<file path="src/design/vgab_divider.sv">
module vgab_divider #(
  parameter int NUM_BITS = 21,
  parameter int DEN_BITS = 13,
  parameter int Q_BITS   = 8,
  parameter int LANES    = 4,
  parameter int TAG_BITS = 32
) (
  input  logic                           clk,
  input  logic                           rst,
  input  logic                           in_valid,
  input  logic [LANES-1:0][NUM_BITS-1:0] in_num,
  input  logic [DEN_BITS-1:0]            in_den,
  input  logic [TAG_BITS-1:0]            in_tag,
  output logic                           out_valid,
  output logic [LANES-1:0][Q_BITS-1:0]   out_quo,
  output logic [TAG_BITS-1:0]            out_tag
);
  // Pipelined restoring divider, one quotient bit per stage, with several
  // numerators sharing one denominator. NUM_BITS is Q_BITS + DEN_BITS and
  // every numerator stays below den << Q_BITS, so the quotient fits in
  // Q_BITS bits and the remainder always stays below den.
  logic                           vld [1:Q_BITS];
  logic [LANES-1:0][DEN_BITS-1:0] rem [1:Q_BITS];
  logic [LANES-1:0][Q_BITS-1:0]   nm  [1:Q_BITS];
  logic [DEN_BITS-1:0]            dn  [1:Q_BITS];
  logic [LANES-1:0][Q_BITS-1:0]   qt  [1:Q_BITS];
  logic [TAG_BITS-1:0]            tg  [1:Q_BITS];

  for (genvar s = 0; s < Q_BITS; s++) begin : g_st
    logic                           sv;
    logic [LANES-1:0][DEN_BITS-1:0] sr;
    logic [LANES-1:0][Q_BITS-1:0]   sn;
    logic [DEN_BITS-1:0]            sd;
    logic [LANES-1:0][Q_BITS-1:0]   sq;
    logic [TAG_BITS-1:0]            st;
    logic [LANES-1:0][DEN_BITS:0]   trial;

    if (s == 0) begin : g_first
      // The numerator bits above the quotient range form the first remainder.
      always_comb begin
        sv = in_valid;
        sd = in_den;
        st = in_tag;
        sq = '0;
        for (int l = 0; l < LANES; l++) begin
          sr[l] = in_num[l][Q_BITS +: DEN_BITS];
          sn[l] = in_num[l][Q_BITS-1:0];
        end
      end
    end else begin : g_rest
      always_comb begin
        sv = vld[s];
        sr = rem[s];
        sn = nm[s];
        sd = dn[s];
        sq = qt[s];
        st = tg[s];
      end
    end

    always_comb begin
      for (int l = 0; l < LANES; l++) trial[l] = {sr[l], sn[l][Q_BITS-1-s]};
    end

    always_ff @(posedge clk) begin
      if (rst) begin
        vld[s+1] <= 1'b0;
      end else begin
        vld[s+1] <= sv;
      end
      nm[s+1] <= sn;
      dn[s+1] <= sd;
      tg[s+1] <= st;
      for (int l = 0; l < LANES; l++) begin
        if (trial[l] >= {1'b0, sd}) begin
          rem[s+1][l] <= DEN_BITS'(trial[l] - {1'b0, sd});
          qt[s+1][l]  <= {sq[l][Q_BITS-2:0], 1'b1};
        end else begin
          rem[s+1][l] <= trial[l][DEN_BITS-1:0];
          qt[s+1][l]  <= {sq[l][Q_BITS-2:0], 1'b0};
        end
      end
    end
  end

  assign out_valid = vld[Q_BITS];
  assign out_quo   = qt[Q_BITS];
  assign out_tag   = tg[Q_BITS];
endmodule

</file>
<file path="config.mk">
export PLATFORM = sky130hd
export DESIGN_NAME = vgab_divider
export DESIGN_NICKNAME = d
export VERILOG_FILES = /design/src/design/vgab_divider.sv
export SDC_FILE = /design/constraint.sdc
export NUM_CORES = 2
export LEC_CHECK = 0
export BUFFER_PORTS_ARGS = -buffer_cell sky130_fd_sc_hd__buf_2
export CORE_MARGIN = 4
export CORE_UTILIZATION = 40
export CTS_CLUSTER_DIAMETER = 200
export DETAILED_ROUTE_END_ITERATION = 12
export PLACE_DENSITY = 0.54
export SLEW_MARGIN = 20
export SYNTH_ARGS = -nofsm -noshare
export SYNTH_HDL_FRONTEND = slang
export SYNTH_SLANG_ARGS = --single-unit
</file>
<file path="constraint.sdc">
create_clock -name clk -period 2.6 [get_ports clk]
set_input_delay 0.52 -clock clk [delete_from_list [all_inputs] [get_ports clk]]
set_output_delay 0.52 -clock clk [all_outputs]
set_load 0.005 [all_outputs]
</file>
==> Yosys cells after proc, flatten, opt, wreduce, memory -nomap -nowiden <==
Memory sizes are Yosys's and may differ from the RTL's.
Index checks and enable logic that the tools add are counted.
{ "classes": {"add_sub_neg": 32, "order_cmp": 32, "n_mux": 171, "n_bitwise": 72} }
{ "ops": {"columns": ["cell", "count"], "rows": [
  ["$ge 14x13->1", 32],
  ["$mux 13", 32],
  ["$sub 13x13->13", 32],
  ["$mux 8", 32],
  ["$mux 1", 107],
  ["$or 1x1->1", 72]
]} }
{ "totals": {"reg_bits": 0, "mem_bits_rw": 1296, "elab_cells": 313, "n_memories": 6} }
{ "mem_list": {"columns": ["memory", "words", "word_bits", "read_ports", "rd_ports_with_merged_regs", "wr", "line", "source"], "rows": [
  ["rem", 8, 52, 7, 0, 8, "23", "logic [LANES-1:0][DEN_BITS-1:0] rem [1:Q_BITS];"],
  ["nm", 8, 32, 7, 0, 8, "24", "logic [LANES-1:0][Q_BITS-1:0] nm [1:Q_BITS];"],
  ["qt", 8, 32, 8, 0, 8, "26", "logic [LANES-1:0][Q_BITS-1:0] qt [1:Q_BITS];"],
  ["tg", 8, 32, 8, 0, 8, "27", "logic [TAG_BITS-1:0] tg [1:Q_BITS];"],
  ["dn", 8, 13, 7, 0, 8, "25", "logic [DEN_BITS-1:0] dn [1:Q_BITS];"],
  ["vld", 8, 1, 8, 0, 8, "22", "logic vld [1:Q_BITS];"]
]} }

==> Depth between registers and ports, before layout <==
An unclocked memory read counts as a cell.
{ "depth": {"depth_word": 5, "mapped_depth": 12, "ltp_nobuf": 11} }

==> Least setup slack after synthesis <==
Ideal clock, no wire load.
{ "synth_timing": {"kind": "input port to flip-flop", "startpoint": "input port in_num[7] (netlist name)", "endpoint": "register rem[0][58] (netlist name)", "setup_time_ps": 123, "arrival_time_ps": 2621, "required_ps": 2477, "setup_slack_ps": -144, "stages": 12, "path_buffers": 1, "path_cell_list": "inv_1 > ha_1 > inv_1 > fa_1 > a21oi_1 > o221ai_1 > a221oi_2 > nand2_1 > nand3_1 > nand2_1 > buf_2 > mux2_1"} }
{ "synth_lines": {"columns": ["item", "line", "source"], "rows": [
  ["start, declared", "11", "input logic [LANES-1:0][NUM_BITS-1:0] in_num,"]
]} }

==> metrics.yaml <==
status:
  status: "finished, violations left"
  violations: "setup timing"
min_path:
  hold_class: "primary input to register"
detailed_routing:
  ant_nets: 0
  drc: 0
  via_per_inst: 4.78
  via_count: 30300
  routedWlPerCell_um: 16.1
  routed_wl_mm: 102
  dr.pass1.iters: 5
  drt_iter0_drc: 1381
setup_path:
  crit_path_max_incr_delay_ps: 360
  startpoint_type: "register"
  worst_path_max_delay_cell: "dfxtp_2"
  crit_fanout: 8
  cp_data_arrival_time_ps: 3240
  path_class: "register to register"
  cp-end-kind: "register"
  crit_required_ps: 3150
  crit_path_cell_trace: "buf_12, buf_6, ha_4, inv_4, fa_2, a21o_1, a21o_1, a311oi_2, o21ai_2, o32ai_2, buf_6, mux2_4"
logic_synthesis:
  yosys_warnings: 0
  synth_area_per_cell_um2: 10.3
  synth_edf_count: 0
  yosysTopAreaCell: "dfxtp_1"
  synth_top_area_share_pct: 47.5
  ys_top_cells_by_area: "dfxtp_1, ha_1, mux2_2"
  seq_area_frac_synth_pct: 47.5
  synth.most_common_cell: "dfxtp_1"
  synth_ff_type: "dfxtp_1"
  yosysUniqueCellTypes: 77
  async_reset_ff_share_pct: 0
  ys_ff_latch: 975
  yosys-top-cells-count: "dfxtp_1, ha_1, a21oi_1, nor2_1, nand2_1"
  synth_cells: 3991
  synth.net_count: 4567
  synth_area_um2: 41100
pwr:
  vdd_drop_max_v: 0.000601
  p_leak_uw: 0.0248
  power_density_nw_per_um2: 1290
global_routing:
  grt_max_degree: 18
  grt_pass1_vias: 29600
  grt_overflow: 0
  grt_pass1_wl_mm: 157
  antenna_found_initial: 2
  grt_usage_pct: 18.4
sta:
  grt_setup_unrepaired: "true"
  tightest_slew_ps: 630
  drv_slew: 0
  fin_ws_ps: -90.8
  post-route-min-period_ps: 2690
  hold_viol: 0
  fin_skew_ps: 37.1
  clock.fmax_ghz: 0.372
  final.period_utilization_pct: 103
  setup_viol: 49
  slew_headroom_pct: 57.9
clock_tree:
  cts.sinks: 975
  clockRootBuffer: "clkbuf_16"
  cts_buffers: 103
  htreeDepth: 3
  ctsLongestPathBuffers: 3
  clk_pin_slew_ps: 60
  cts_tree: "done"
  insertion_delay_ps: 690
layout:
  utilization_pct: 53.5
  multi_input_area_um2: 21900
  final_layout_size_suffix_gt1_share_pct: 29.6
  regArea_um2: 19500
  fillCellCount: 9180
  final_area_um2: 54500
  synthToLayoutAreaGrowth_pct: 32.6
  nets: 5465
die:
  fp.dieW_um: 329
  fp.dieH_um: 329
  dieArea_um2: 108000
  core-area_um2: 102000
  start_util_pct: 40.4
  ios: 197
  fp-row-count: 117
placed_design:
  gp_congestion: 0.898
  dpl-instance-area_um2: 47400
  numPortBuffers: 196
  dp_hpwl_mm: 77.9
run:
  drv_cap: 0
placed cells by master (no fill, tap or decap), types with 44 or more instances in the layout:
master | Yosys | routed
nor2_1 | 268 | 255
nand2_1 | 264 | 235
a21oi_1 | 268 | 235
dfxtp_1 | 975 | 961
buf_4 | 3 | 475
o21ai_0 | 244 | 168
dlygate4sd3_1 | 0 | 72
ha_1 | 416 | 390
buf_6 | 2 | 64
o21a_1 | 44 | 44
buf_2 | 27 | 196
nor3_1 | 65 | 60
nand2b_1 | 69 | 69
a21o_1 | 139 | 138
xor2_1 | 122 | 122
o21ai_1 | 11 | 44
nand4_1 | 44 | 44
inv_1 | 234 | 191
clkbuf_16 | 0 | 111
mux2_2 | 153 | 122
xnor2_1 | 136 | 136
critical path: cells and delay by family, from the launching register on:
family / cells / cell delay, ps
muxes: 1 / 300
buffers and inverters: 4 / 470
adders and majority gates: 2 / 490
AOI/OAI and AO/OA: 5 / 940
DFF: 1 / 360
through the flow:
step | TNS (ps) | hold slack, ps | setup slack [ps] | instances | power (uW)
2_1_floorplan | -49.9 | 310 | -17.0 | 3991 | 41400
3_3_place_gp | -33790 | 310 | -360 | 5969 | 50500
3_5_place_dp | -41220 | 312 | -411 | 5969 | 50700
4_1_cts | -4400 | 7.93 | -137 | 6289 | 68600
5_1_grt | -13340 | 36.2 | -207 | 6339 | 75700
6_report | -1500 | 80.0 | -90.8 | 6341 | 70600
power by group:
group	total, uW	leakage (uW)	internal [uW]	switching (uW)
clock	15000	0.00170	8850	6160
combinational	34000	0.0149	17800	16200
sequential	21600	0.00822	19300	2350
routing by layer:
metal | vias up | track usage (%) | routed length [um]
met2 | 592 | 31.9 | 49400
li1 | 15900 | - | -
met5 | - | 0 | 8
met4 | 2 | 7.31 | 3590
met1 | 13700 | 22.9 | 45000
met3 | 181 | 2.72 | 3740
path summary, 6_finish.rpt:
path                            slack (ps)  cells after the start               start             endpoint
worst min register to register         310                      0  qt[0][136]$_DFF_P_   qt[0][169]$_DFF_P_
worst min-delay path                    80                      2           in_den[4]    dn[0][17]$_DFF_P_
worst max register to register         -90                     12   dn[0][13]$_DFF_P_  rem[0][105]$_DFF_P_
worst max-delay path                   -90                     12   dn[0][13]$_DFF_P_  rem[0][105]$_DFF_P_
repair_timing:
item                                    CTS  global route
pin swaps                                84           128
cloned                                    9             9
endpoints found under the setup margin  284           335
hold endpoints to repair                 72             0
buffers inserted                         55            48
resized for setup                       199           340
hold buffers                             72             0
cell type report:
class	instances	area share, %
multi-input combinational	2721	40.2
sequential	975	35.8
timing repair buffer	850	12.5
clock buffer	136	5.25
tap	1368	3.14
inverter	238	1.74
clock inverter	51	1.32
antenna	2	0.00918
registers in the layout, summed over array words and instances (netlist names):
name and count:
rem 364, dn 91, nm 112, vld 8, tg 256, qt 144
cells by family after synthesis:
| kind of cell | after synthesis | share of synthesized area, % |
|---|---|---|
| buffers and inverters | 300 | 2.92 |
| AOI/OAI and AO/OA | 947 | 14.9 |
| muxes | 194 | 5.30 |
| and+or+nand+nor | 873 | 9.91 |
| adders and majority gates | 444 | 14.0 |
| xor gates and xnor gates | 258 | 5.49 |
| DFF | 975 | 47.5 |
(Power assumes the default switching activity.)
